===== src/rtl/core/afra_pkg.sv =====
// Shared types, codes and constants for the adaptive frame rate adjuster.
// No dependencies; every module of the block imports this package.
package afra_pkg;

  localparam int RATE_FRAC_BITS = 8;
  localparam int TALLY_BITS     = 16;
  localparam int RATE_W         = 20;
  localparam int ELAPSED_W      = 16;
  localparam int MS_K_W         = 10;  // 1000 fits in 10 bits
  localparam int PROD_W         = TALLY_BITS + MS_K_W;
  localparam int NUM_W          = PROD_W + RATE_FRAC_BITS;
  localparam int HI_W           = NUM_W - RATE_W;
  localparam int STEP_W         = $clog2(RATE_W);
  localparam int CFG_IDX_W      = 2;

  localparam logic [MS_K_W-1:0] MS_PER_S = MS_K_W'(1000);

  localparam longint unsigned RATE_MAX_L = (64'd1 << RATE_W) - 64'd1;
  localparam longint unsigned BASE_L     = 64'd60 << RATE_FRAC_BITS;

  localparam logic [RATE_W-1:0] RATE_MAX = RATE_W'(RATE_MAX_L);
  localparam logic [RATE_W-1:0] ONE_FPS  = RATE_W'(64'd1 << RATE_FRAC_BITS);
  localparam logic [RATE_W-1:0] FIVE_FPS = RATE_W'(64'd5 << RATE_FRAC_BITS);
  localparam logic [RATE_W-1:0] BASE_RATE =
    RATE_W'((BASE_L > RATE_MAX_L) ? RATE_MAX_L : BASE_L);
  localparam logic [RATE_W-1:0] CFG_RATE_RST = RATE_W'(15360);
  localparam logic [ELAPSED_W-1:0] MIN_IVL_RST = ELAPSED_W'(500);

  localparam logic [1:0] FALL_RELOAD = 2'd2;
  localparam logic       RISE_RELOAD = 1'b1;

  typedef enum logic [1:0] {
    REQ_FRAME = 2'd0,
    REQ_CHECK = 2'd1,
    REQ_STOP  = 2'd2,
    REQ_FORCE = 2'd3
  } req_t;

  typedef enum logic [2:0] {
    ST_NOCHG   = 3'd0,
    ST_CHANGED = 3'd1,
    ST_SHORT   = 3'd2,
    ST_IDLE    = 3'd3,
    ST_FORCED  = 3'd4
  } status_t;

  typedef enum logic [CFG_IDX_W-1:0] {
    CFG_ENABLE   = 2'd0,
    CFG_RATE     = 2'd1,
    CFG_MIN_IVL  = 2'd2,
    CFG_RESERVED = 2'd3
  } cfg_idx_t;

  typedef enum logic [2:0] {
    S_IDLE,
    S_MUL,
    S_DIV,
    S_EVAL,
    S_FIN
  } seq_state_t;

  typedef struct packed {
    logic busy;
    logic done;
  } div_stat_t;

endpackage


===== src/rtl/core/afra_div.sv =====
// Serial restoring divider with saturation to the rate width.
// Depends on afra_pkg for widths and the status struct.
module afra_div (
  input  logic                            clk,
  input  logic                            rst_n,
  input  logic                            start,
  input  logic [afra_pkg::NUM_W-1:0]      num,
  input  logic [afra_pkg::ELAPSED_W-1:0]  den,
  output afra_pkg::div_stat_t             stat,
  output logic [afra_pkg::RATE_W-1:0]     quot
);
  import afra_pkg::*;

  logic                  busy_r;
  logic                  done_r;
  logic                  sat_r;
  logic [STEP_W-1:0]     cnt_r;
  logic [ELAPSED_W-1:0]  rem_r;
  logic [ELAPSED_W-1:0]  den_r;
  logic [RATE_W-1:0]     quo_r;

  logic [HI_W+ELAPSED_W-1:0] hi_ext;
  logic [HI_W+ELAPSED_W-1:0] den_ext;
  logic                      sat_now;
  logic [ELAPSED_W:0]        trial;
  logic [ELAPSED_W:0]        diff;
  logic                      ge;

  // Quotient overflows the rate width exactly when the upper dividend bits
  // reach the divisor.
  assign hi_ext  = {{ELAPSED_W{1'b0}}, num[NUM_W-1:RATE_W]};
  assign den_ext = {{HI_W{1'b0}}, den};
  assign sat_now = (hi_ext >= den_ext);

  assign trial = {rem_r, quo_r[RATE_W-1]};
  assign diff  = trial - {1'b0, den_r};
  assign ge    = (trial >= {1'b0, den_r});

  always_ff @(posedge clk) begin
    if (!rst_n) begin
      busy_r <= 1'b0;
      done_r <= 1'b0;
    end else begin
      done_r <= 1'b0;
      if (start) begin
        busy_r <= !sat_now;
        done_r <= sat_now;
      end else if (busy_r && cnt_r == '0) begin
        busy_r <= 1'b0;
        done_r <= 1'b1;
      end
    end
  end

  always_ff @(posedge clk) begin
    if (start) begin
      sat_r <= sat_now;
      den_r <= den;
      rem_r <= hi_ext[ELAPSED_W-1:0];
      quo_r <= num[RATE_W-1:0];
      cnt_r <= STEP_W'(RATE_W - 1);
    end else if (busy_r) begin
      rem_r <= ge ? diff[ELAPSED_W-1:0] : trial[ELAPSED_W-1:0];
      quo_r <= {quo_r[RATE_W-2:0], ge};
      cnt_r <= cnt_r - 1'b1;
    end
  end

  assign stat.busy = busy_r;
  assign stat.done = done_r;
  assign quot      = sat_r ? RATE_MAX : quo_r;

endmodule


===== src/rtl/core/adaptive_frame_rate_adjuster_top.sv =====
// Top level of the adaptive frame rate adjuster: request sequencer, rate
// decision and output register. Depends on afra_pkg and afra_div.
//
// Frame and stop words are absorbed without leaving the idle state. Force
// words, and checks that answer idle or short, stage the result as they are
// taken and then load the output register. A check that gets as far as
// measuring forms tally*1000, then runs the serial divider (load, then one
// quotient bit per cycle; the bit loop is skipped when the quotient
// saturates), with the floor applied as the quotient is captured, then makes
// the threshold and hysteresis decision and loads the output register. The
// next word is taken the cycle after the result loads, so measuring checks
// never overlap. The input is not ready while a word is in progress; a
// result word is staged and held until the output register frees up, and
// the input stays closed until then. There is no clearing pass after reset.
// Configuration writes take effect at once and must only be made while the
// block is idle.
module adaptive_frame_rate_adjuster_top (
  input  logic                              clk,
  input  logic                              rst_n,
  // request channel
  input  logic                              in_valid,
  output logic                              in_ready,
  input  logic [1:0]                        in_req_type,
  input  logic [afra_pkg::ELAPSED_W-1:0]    in_elapsed_ms,
  // result channel
  output logic                              out_valid,
  input  logic                              out_ready,
  output logic [2:0]                        out_status,
  output logic [afra_pkg::RATE_W-1:0]       out_new_rate,
  output logic [afra_pkg::RATE_W-1:0]       out_measured_rate,
  output logic                              out_direction_up,
  // configuration
  input  logic                              cfg_we,
  input  logic [afra_pkg::CFG_IDX_W-1:0]    cfg_index,
  input  logic [afra_pkg::RATE_W-1:0]       cfg_wdata
);
  import afra_pkg::*;

  // configuration registers
  logic                  enable_r;
  logic [RATE_W-1:0]     cfg_rate_r;
  logic [ELAPSED_W-1:0]  min_ivl_r;

  // block state
  logic                  running_r;
  logic [TALLY_BITS-1:0] tally_r;
  logic [RATE_W-1:0]     last_rate_r;
  logic [1:0]            fall_r;
  logic                  rise_r;

  // sequencer
  seq_state_t state_r, state_nxt;

  // datapath
  logic [PROD_W-1:0]     prod_r;
  logic [ELAPSED_W-1:0]  elapsed_r;
  logic [RATE_W-1:0]     m_r;

  // pending result
  status_t               res_status_r;
  logic [RATE_W-1:0]     res_new_r;
  logic [RATE_W-1:0]     res_meas_r;
  logic                  res_up_r;

  // output register
  logic                  out_valid_r;
  logic [2:0]            out_status_r;
  logic [RATE_W-1:0]     out_new_r;
  logic [RATE_W-1:0]     out_meas_r;
  logic                  out_up_r;

  // divider
  div_stat_t             dstat;
  logic [RATE_W-1:0]     quot;
  logic                  div_start;

  logic                  in_fire;
  logic                  out_free;
  logic                  load_out;
  req_t                  req;
  logic                  chk_live;
  logic                  chk_short;

  assign in_fire   = in_valid && in_ready;
  assign out_free  = !out_valid_r || out_ready;
  assign req       = req_t'(in_req_type);
  assign chk_live  = running_r && enable_r;
  assign chk_short = (in_elapsed_ms <= min_ivl_r) || (in_elapsed_ms == '0);

  afra_div u_div (
    .clk   (clk),
    .rst_n (rst_n),
    .start (div_start),
    .num   ({prod_r, {RATE_FRAC_BITS{1'b0}}}),
    .den   (elapsed_r),
    .stat  (dstat),
    .quot  (quot)
  );

  // ---------------------------------------------------------------------
  // Sequencer: next state and strobes.
  // ---------------------------------------------------------------------
  always_comb begin
    state_nxt = state_r;
    in_ready  = 1'b0;
    div_start = 1'b0;
    load_out  = 1'b0;
    unique case (state_r)
      S_IDLE: begin
        in_ready = 1'b1;
        if (in_valid) begin
          unique case (req)
            REQ_FRAME, REQ_STOP: state_nxt = S_IDLE;
            REQ_FORCE:           state_nxt = S_FIN;
            REQ_CHECK:           state_nxt = (chk_live && !chk_short) ? S_MUL : S_FIN;
            default:             state_nxt = S_IDLE;
          endcase
        end
      end
      S_MUL: begin
        div_start = 1'b1;
        state_nxt = S_DIV;
      end
      S_DIV: begin
        if (dstat.done) begin
          state_nxt = S_EVAL;
        end
      end
      S_EVAL: begin
        state_nxt = S_FIN;
      end
      S_FIN: begin
        // hold the result until the output register frees up
        if (out_free) begin
          load_out  = 1'b1;
          state_nxt = S_IDLE;
        end
      end
      default: state_nxt = S_IDLE;
    endcase
  end

  always_ff @(posedge clk) begin
    if (!rst_n) begin
      state_r <= S_IDLE;
    end else begin
      state_r <= state_nxt;
    end
  end

  // ---------------------------------------------------------------------
  // Rate decision: floor, threshold, hysteresis.
  // ---------------------------------------------------------------------
  logic [RATE_W-1:0]   floor_min;
  logic [RATE_W-1:0]   m_floor;
  logic [RATE_W-1:0]   diff_abs;
  logic [RATE_W+3:0]   diff_x10;
  logic [RATE_W+2:0]   m_x5;
  logic [RATE_W+1:0]   m_x25;
  logic [RATE_W-1:0]   rise_sat;
  logic                m_above;
  logic                pass;
  logic                ev_emit;
  logic [RATE_W-1:0]   ev_nr;
  logic [1:0]          ev_fall;
  logic                ev_rise;

  assign floor_min = (BASE_RATE < cfg_rate_r) ? BASE_RATE : cfg_rate_r;
  assign m_floor   = (quot < BASE_RATE && quot < cfg_rate_r) ? floor_min : quot;

  assign m_above  = (m_r > last_rate_r);
  assign diff_abs = m_above ? (m_r - last_rate_r) : (last_rate_r - m_r);
  assign diff_x10 = {1'b0, diff_abs, 3'b000} + {3'b000, diff_abs, 1'b0};
  assign pass     = (diff_abs > FIVE_FPS) && (diff_x10 > {4'b0000, last_rate_r});

  // 2.5x rise: (5m)/2, saturated
  assign m_x5     = {1'b0, m_r, 2'b00} + {3'b000, m_r};
  assign m_x25    = m_x5[RATE_W+2:1];
  assign rise_sat = (m_x25 > {2'b00, RATE_MAX}) ? RATE_MAX : m_x25[RATE_W-1:0];

  always_comb begin
    ev_emit = 1'b0;
    ev_nr   = '0;
    ev_fall = fall_r;
    ev_rise = rise_r;
    if (!pass) begin
      ev_fall = FALL_RELOAD;
      ev_rise = RISE_RELOAD;
    end else if (m_above) begin
      ev_fall = FALL_RELOAD;
      if (m_r <= cfg_rate_r) begin
        // snap straight to the configured rate
        ev_emit = 1'b1;
        ev_nr   = cfg_rate_r;
      end else if (rise_r != 1'b0) begin
        ev_rise = 1'b0;
      end else begin
        ev_emit = 1'b1;
        ev_nr   = rise_sat;
      end
    end else if (fall_r != 2'd0) begin
      ev_fall = fall_r - 1'b1;
      ev_rise = RISE_RELOAD;
    end else begin
      ev_emit = 1'b1;
      ev_nr   = m_r;
    end
  end

  // ---------------------------------------------------------------------
  // Configuration and block state.
  // ---------------------------------------------------------------------
  always_ff @(posedge clk) begin
    if (!rst_n) begin
      enable_r    <= 1'b1;
      cfg_rate_r  <= CFG_RATE_RST;
      min_ivl_r   <= MIN_IVL_RST;
      running_r   <= 1'b0;
      tally_r     <= '0;
      last_rate_r <= CFG_RATE_RST;
      fall_r      <= FALL_RELOAD;
      rise_r      <= RISE_RELOAD;
    end else begin
      if (in_fire) begin
        unique case (req)
          REQ_FRAME: begin
            if (enable_r) begin
              running_r <= 1'b1;
              tally_r   <= tally_r + 1'b1;
            end
          end
          REQ_STOP: begin
            running_r <= 1'b0;
            tally_r   <= '0;
          end
          REQ_CHECK: begin
            if (chk_live) begin
              tally_r <= '0;
            end
          end
          REQ_FORCE: ;
          default: ;
        endcase
      end
      if (state_r == S_EVAL) begin
        fall_r <= ev_fall;
        rise_r <= ev_rise;
        if (ev_emit) begin
          last_rate_r <= ev_nr;
        end
      end
      if (cfg_we) begin
        unique case (cfg_idx_t'(cfg_index))
          CFG_ENABLE:  enable_r <= cfg_wdata[0];
          CFG_RATE: begin
            // drop writes below 1.0 fps
            if (cfg_wdata >= ONE_FPS) begin
              cfg_rate_r  <= cfg_wdata;
              last_rate_r <= cfg_wdata;
            end
          end
          CFG_MIN_IVL: min_ivl_r <= cfg_wdata[ELAPSED_W-1:0];
          CFG_RESERVED: ;
          default: ;
        endcase
      end
    end
  end

  // ---------------------------------------------------------------------
  // Datapath and pending result.
  // ---------------------------------------------------------------------
  always_ff @(posedge clk) begin
    if (in_fire) begin
      prod_r     <= PROD_W'(tally_r) * PROD_W'(MS_PER_S);
      elapsed_r  <= in_elapsed_ms;
      res_meas_r <= '0;
      res_up_r   <= 1'b0;
      if (req == REQ_FORCE) begin
        res_status_r <= ST_FORCED;
        res_new_r    <= cfg_rate_r;
      end else if (!chk_live) begin
        res_status_r <= ST_IDLE;
        res_new_r    <= '0;
      end else begin
        res_status_r <= ST_SHORT;
        res_new_r    <= '0;
      end
    end
    if (state_r == S_DIV && dstat.done) begin
      m_r <= m_floor;
    end
    if (state_r == S_EVAL) begin
      res_status_r <= ev_emit ? ST_CHANGED : ST_NOCHG;
      res_new_r    <= ev_nr;
      res_meas_r   <= m_r;
      res_up_r     <= ev_emit && (ev_nr > last_rate_r);
    end
  end

  // ---------------------------------------------------------------------
  // Output register.
  // ---------------------------------------------------------------------
  always_ff @(posedge clk) begin
    if (!rst_n) begin
      out_valid_r <= 1'b0;
    end else if (load_out) begin
      out_valid_r <= 1'b1;
    end else if (out_ready) begin
      out_valid_r <= 1'b0;
    end
  end

  always_ff @(posedge clk) begin
    if (load_out) begin
      out_status_r <= res_status_r;
      out_new_r    <= res_new_r;
      out_meas_r   <= res_meas_r;
      out_up_r     <= res_up_r;
    end
  end

  assign out_valid         = out_valid_r;
  assign out_status        = out_status_r;
  assign out_new_rate      = out_new_r;
  assign out_measured_rate = out_meas_r;
  assign out_direction_up  = out_up_r;

`ifndef ASSERT_OFF
  // the divider never runs while the input side is open
  a_ready_not_busy: assert property (@(posedge clk) disable iff (!rst_n)
    in_ready |-> !dstat.busy)
    else $error("input ready while divider busy");

  // a divider result is always consumed by the decision step
  a_done_to_eval: assert property (@(posedge clk) disable iff (!rst_n)
    dstat.done |=> (state_r == S_EVAL))
    else $error("divider done outside the divide state");

  // the fall counter never exceeds its reload value
  a_fall_range: assert property (@(posedge clk) disable iff (!rst_n)
    fall_r != 2'd3)
    else $error("fall pass counter out of range");

  // an emitted change is never below 1.0 fps
  a_change_floor: assert property (@(posedge clk) disable iff (!rst_n)
    (out_valid && out_status == ST_CHANGED) |-> (out_new_rate >= ONE_FPS))
    else $error("changed rate below 1.0 fps");
`endif

endmodule


===== config.mk =====
export PLATFORM = sky130hd
export DESIGN_NAME = adaptive_frame_rate_adjuster_top
export DESIGN_NICKNAME = d
export VERILOG_FILES = /design/src/rtl/core/afra_pkg.sv /design/src/rtl/core/afra_div.sv /design/src/rtl/core/adaptive_frame_rate_adjuster_top.sv
export SDC_FILE = /design/constraint.sdc
export NUM_CORES = 1
export LEC_CHECK = 0
export BUFFER_PORTS_ARGS = -buffer_cell sky130_fd_sc_hd__buf_4
export CAP_MARGIN = 5
export CORE_UTILIZATION = 55
export CTS_BUF_LIST = sky130_fd_sc_hd__clkbuf_16
export DETAILED_ROUTE_END_ITERATION = 10
export PLACE_DENSITY_LB_ADDON = 0.08
export SETUP_SLACK_MARGIN = 0.3
export SLEW_MARGIN = 30
export SYNTH_ARGS = -nofsm -noshare
export SYNTH_HDL_FRONTEND = slang
export SYNTH_SLANG_ARGS = --single-unit
export TNS_END_PERCENT = 30

===== constraint.sdc =====
create_clock -name clk -period 17.98 [get_ports clk]
set_input_delay 0.899 -clock clk [delete_from_list [all_inputs] [get_ports clk]]
set_output_delay 0.899 -clock clk [all_outputs]
set_load 0.02 [all_outputs]

== Word level (Yosys, flattened, before mapping) ==
Index checks and enable logic that the tools add are counted.
Storage, ports and cells
  memories kept: 0
  memory bits (read-only): 0
  bits in latches: 0
  logic and storage cells: 168
  bits of input ports: 45
  RAM bits: 0
  output and inout port bits: 46
  flip-flop bits (word level): 288
Cells by class
  equality and inequality tests: 16
  magnitude comparators: 13
  shift-type cells: 0
  multipliers: 1
  reductions and logical operators: 34
  bitwise operators: 0
  multiplexer cells: 65
  add/subtract/negate cells: 8
  divide/modulo/power cells: 0
Operators by type and width (number)
  $mux 20: 22
  $mux 16: 3
  $pmux 16 s3: 1
  $gt 20x20->1: 2
  $sub 20x20->20: 2
  $mux 14: 2
  $add 23x21->24: 1
  $gt 24x20->1: 1
  $mux 1: 24
  $add 22x20->23: 1
  $mul 16x7->23 const B: 1
  $gt 22x20->1 const B: 1
  $mux 3: 7
  $ge 20x9->1 const B: 1
  $gt 20x11->1 const B: 1
  $le 20x20->1: 1
  $lt 14x20->1 const A: 1
  $lt 20x14->1 const B: 1
  $lt 20x20->1: 1
  $ge 17x16->1: 1
  $add 16x1->16 const B: 1
  $ge 14x16->1: 1
  $le 16x16->1: 1
  $logic_not 16->1: 1
  28 further kinds: 58

== Logic depth before layout (Yosys ltp) ==
  word-level depth: 12
  depth in mapped cells: 53
  depth with buffers taken out: 46

== Modules after synthesis ==
A second synthesis with hierarchy kept.
Second synthesis, totals
  cell total of the unflattened synthesis: 2253
  area total of the unflattened synthesis: 21971.1 um^2
By module, submodules not included
  adaptive_frame_rate_adjuster_top: sequential area each 6035.8 um^2, times used 1, area an instance 18066.1 um^2, cells an instance 1893
  afra_div: sequential area each 1711.6 um^2, times used 1, area an instance 3905.0 um^2, cells an instance 360

== Worst setup path after synthesis ==
OpenSTA, ideal clock, no wires.
  path type: reg-to-reg
  start point: register m_r[0]
  end point: register res_up_r (data pin)
  cell stages (with the launch flop): 53
  period minus slack after synthesis: 9.985 ns
  data required time: 17.705 ns
  buffers on the path: 6
  arrival time: 9.710 ns
  setup time: 0.275 ns
  path slack: 7.995 ns
  path through: edfxtp_1 inv_1 ha_1 inv_1 fa_1 a211oi_1 o211a_1 or4_4 a21oi_4 buf_6 clkbuf_1 buf_1 clkbuf_1 mux2i_1 xnor2_1 ha_1 ha_1 a31oi_1 [... 17 more ...] o211ai_1 or4_4 o21bai_1 buf_2 buf_4 a21oi_1 ha_1 a21oi_1 nor2b_1 o21ai_0 nand2b_1 a21oi_1 nor2b_1 o21ai_0 nand2b_1 a21oi_1 o311a_1 a211oi_1
On the way
  longest elaborated chain between the ends: 10
  elaborated cells between the ends (all ways): 23
  those cells by class: 4 x add/sub; 6 x order compare; 11 x mux; 2 x reduce/logical
RTL lines
  from (decl): RTL line adaptive_frame_rate_adjuster_top.sv:57  | logic [RATE_W-1:0] m_r;
  from (signal assigned): RTL line adaptive_frame_rate_adjuster_top.sv:291  | m_r <= m_floor;
  parallel branches: the longest is 8 deep, another holds $add 23x21->24
  $logic_and 1x1->1 *: RTL line adaptive_frame_rate_adjuster_top.sv:297  | res_up_r <= ev_emit && (ev_nr > last_rate_r);
  $mux 1 *: RTL line adaptive_frame_rate_adjuster_top.sv:293  | if (state_r == S_EVAL) begin
  to (signal assigned): RTL line adaptive_frame_rate_adjuster_top.sv:297
  to (decl): RTL line adaptive_frame_rate_adjuster_top.sv:63  | logic res_up_r;
Mark *: on every way between the ends.
A chain may end at the register's enable or synchronous reset.

== Final worst setup path ==
  start point: register m_r[4]
  end point: register res_up_r (data pin)
The elaborated chain is that of the path after synthesis.

==> run_results.csv <==
group,metric,value,unit
clock_tree,clock_path_buffers,3,
clock_tree,insertion_delay,0.56,ns
finish,fillers,3387,
drt,routed_via_density,6.168,
logic_synthesis,synthMuxAreaShare,2.725,%
sta,finClkSkew,0.02713,ns
worst_setup_path,start_kind,"flip-flop",
clock_tree,cts_setup_buffers,0,
logic_synthesis,synth_top_family_by_area,"adder cells",
logic_synthesis,synthCells,2314,
logic_synthesis,synth-adder-area-share,20.06,%
place,placed_area,22990,sq um
power_and_ir_drop,powerDensity,74.79,nW/um^2
floorplan,start_util,56.15,%
drt,num_vias,17985,
sta,period_share,58.15,%
min_path,hold_path.class,"flip-flop to flip-flop",
worst_setup_path,path_class,"flip-flop to flip-flop",
worst_setup_path,worst_setup_path_end_kind,"flip-flop",
place,hpwlAfterDp,51.35,mm
clock_tree,cts_sinks,288,
finish,antenna_cells,0,
sta,drv_slew,0,
logic_synthesis,synth_compound_gate_area_share,17.17,%
worst_setup_path,r2r_cells,44,
worst_setup_path,cp.required,18.27,ns
worst_setup_path,worstReg2RegStart,"m_r[4]",
floorplan,die_area,40530,sq um
global_routing,grt_max_degree,72,
finish,drive_gt1_share,10.09,%
sta,worstMarginPinSlew,0.9252,ns
finish,area_growth,10.06,%
worst_setup_path,critPathTopFamily,"compound AO/OA/AOI/OAI gates",
logic_synthesis,syn_nets,2673,
floorplan,coreArea,38920,sq um
logic_synthesis,yosys.area_share.simple,16.23,%
logic_synthesis,yosysSeqAreaShare,35.09,%
drt,routed_wl,65.50,mm
finish,final_cell_area,24050,sq um
finish,layout_common_cells,"ha_1, nand2_1, edfxtp_1, inv_1, nor2_1",
floorplan,die_w,201.3,um
place,io_buffers,90,
worst_setup_path,path_depth,44,
worst_setup_path,slowest_delay,0.74,ns
drt,drc,0,
floorplan,die_h,201.3,um
global_routing,antenna_found_initial,4,
drt,drtPass1Iterations,6,
logic_synthesis,ys_types,92,
worst_setup_path,path_buf_inv,1,
logic_synthesis,avgSynthCellArea,9.443,sq um
place,gp_congestion,1.064,
sta,rsz0062_at_grt,"false",
floorplan,rows,72,
worst_setup_path,cp_max_fo,23,
sta,maxSlewHeadroom,37.77,%
clock_tree,root_buffer,"clkbuf_16",
worst_setup_path,slowest_stage,"ha_1",
worst_setup_path,critPathLaunch,"m_r[4]",
global_routing,grtUsageTotal,32.50,%
min_path,hold-path-cell-count,0,
global_routing,grt.overflow.total,0,
min_path,min_from,"res_meas_r[5]",
status,status,"finished, final reports clean",
power_and_ir_drop,p_leak,10.61,nW
global_routing,grt_pass1_wl,101.1,mm
clock_tree,cts_resized,0,
clock_tree,holdBufCountCts,0,
sta,hold_ws,0.4169,ns
sta,fin_tns_setup,0,ns
logic_synthesis,ys_dominant_reg_cell,"edfxtp_1",
finish,nets,2732,
drt,drtIter0Drc,1884,
logic_synthesis,synth_area,21850,sq um
global_routing,grt_pass1_vias,17020,
sta,hold_viol_final,0,
logic_synthesis,ys_ff_latch,288,
floorplan,ioPinCount,91,
logic_synthesis,synth_warnings,0,
drt,antenna_left,0,
logic_synthesis,synth-async-reset-ratio,0,%
drt,wl_per_cell,22.46,um
flow_run,max_cap_viol_count,0,
logic_synthesis,synth-xor-area-share,3.876,%
worst_setup_path,cp.arrival,10.75,ns
clock_tree,clk_pin_slew,0.06,ns
sta,min_period,10.46,ns
power_and_ir_drop,power,1.799,mW
clock_tree,cts_tree,"yes",
clock_tree,h-tree-depth,2,
logic_synthesis,synth_edf_count,190,
sta,max_freq,95.64,MHz
sta,setup_viol,0,
clock_tree,cts_buffers,35,
finish,final_common_cell,"ha_1",
power_and_ir_drop,peakVddDrop,74.79,uV
==> flip-flops by register name, indices dropped and copies added (netlist names), 20 cells and up <==
name / flops
last_rate_r: 20
out_measured_rate: 20
m_r: 20
u_div.quo_r: 20
prod_r: 23
res_meas_r: 20
res_new_r: 20
cfg_rate_r: 20
out_new_rate: 20
==> routing by layer <==
metal | global-route usage (%) | routed length (um) | up-vias
met5 | 0 | 46 | -
met4 | 7.224 | 1220 | 6
met3 | 6.333 | 5999 | 91
met2 | 44.70 | 25870 | 747
met1 | 51.70 | 32370 | 8682
li1 | - | - | 8459
==> report_power, final <==
| part | internal (mW) | switching, mW | leakage (nW) |
|---|---|---|---|
| Combinational | 0.148 | 0.230 | 7.44 |
| Clock | 0.375 | 0.294 | 0.541 |
| Sequential | 0.734 | 0.0183 | 2.62 |
==> cell type report <==
| cell class | instances | area, sq um | share of cell area [%] |
|---|---|---|---|
| tap | 518 | 648.1 | 2.695 |
| inverter | 179 | 671.9 | 2.794 |
| timing repair buffer | 112 | 840.8 | 3.496 |
| multi-input combinational | 1757 | 13160 | 54.71 |
| sequential | 288 | 7667 | 31.88 |
| clock buffer | 35 | 875.8 | 3.642 |
| clock inverter | 27 | 188.9 | 0.7856 |
==> kinds of logic (layout without fill, tap and decap cells) <==
group,count (synthesis),after routing
AOI/OAI and AO/OA,568,568
and+or+nand+nor,725,725
xor gates and xnor gates,93,93
adders and majority gates,316,316
DFF,288,288
buffers and inverters,269,353
muxes,55,55
==> cells in the mapped netlist (47+ instances only) <==
master / number / area share (%)
a21o_1: 64 / 2.2
inv_1: 178 / 3.1
o21ai_0: 122 / 2.8
nor2_1: 178 / 3.1
a21oi_1: 124 / 2.8
edfxtp_1: 190 / 26
clkbuf_1: 59 / 1.0
dfxtp_1: 98 / 9.0
fa_1: 58 / 5.3
nand2_1: 220 / 3.8
xnor2_1: 59 / 2.4
ha_1: 256 / 15
nand3_1: 47 / 1.1
==> per-stage QoR <==
stage	util [%]	setup WS, ns	instances
4_1_cts	61.80	7.722	2916
3_5_place_dp	59.06	7.702	2854
5_1_grt	61.80	6.812	2916
3_3_place_gp	59.04	7.928	2854
2_1_floorplan	-	7.995	2314
6_report	61.80	7.524	2916
==> worst paths after layout <==
| path | endpoint | slack (ns) |
|---|---|---|
| max | res_up_r | 7.52 |
| min | out_measured_rate[5] | 0.42 |
| max reg2reg | res_up_r | 7.52 |
| min reg2reg | out_measured_rate[5] | 0.42 |
(Power assumes the default switching activity.)
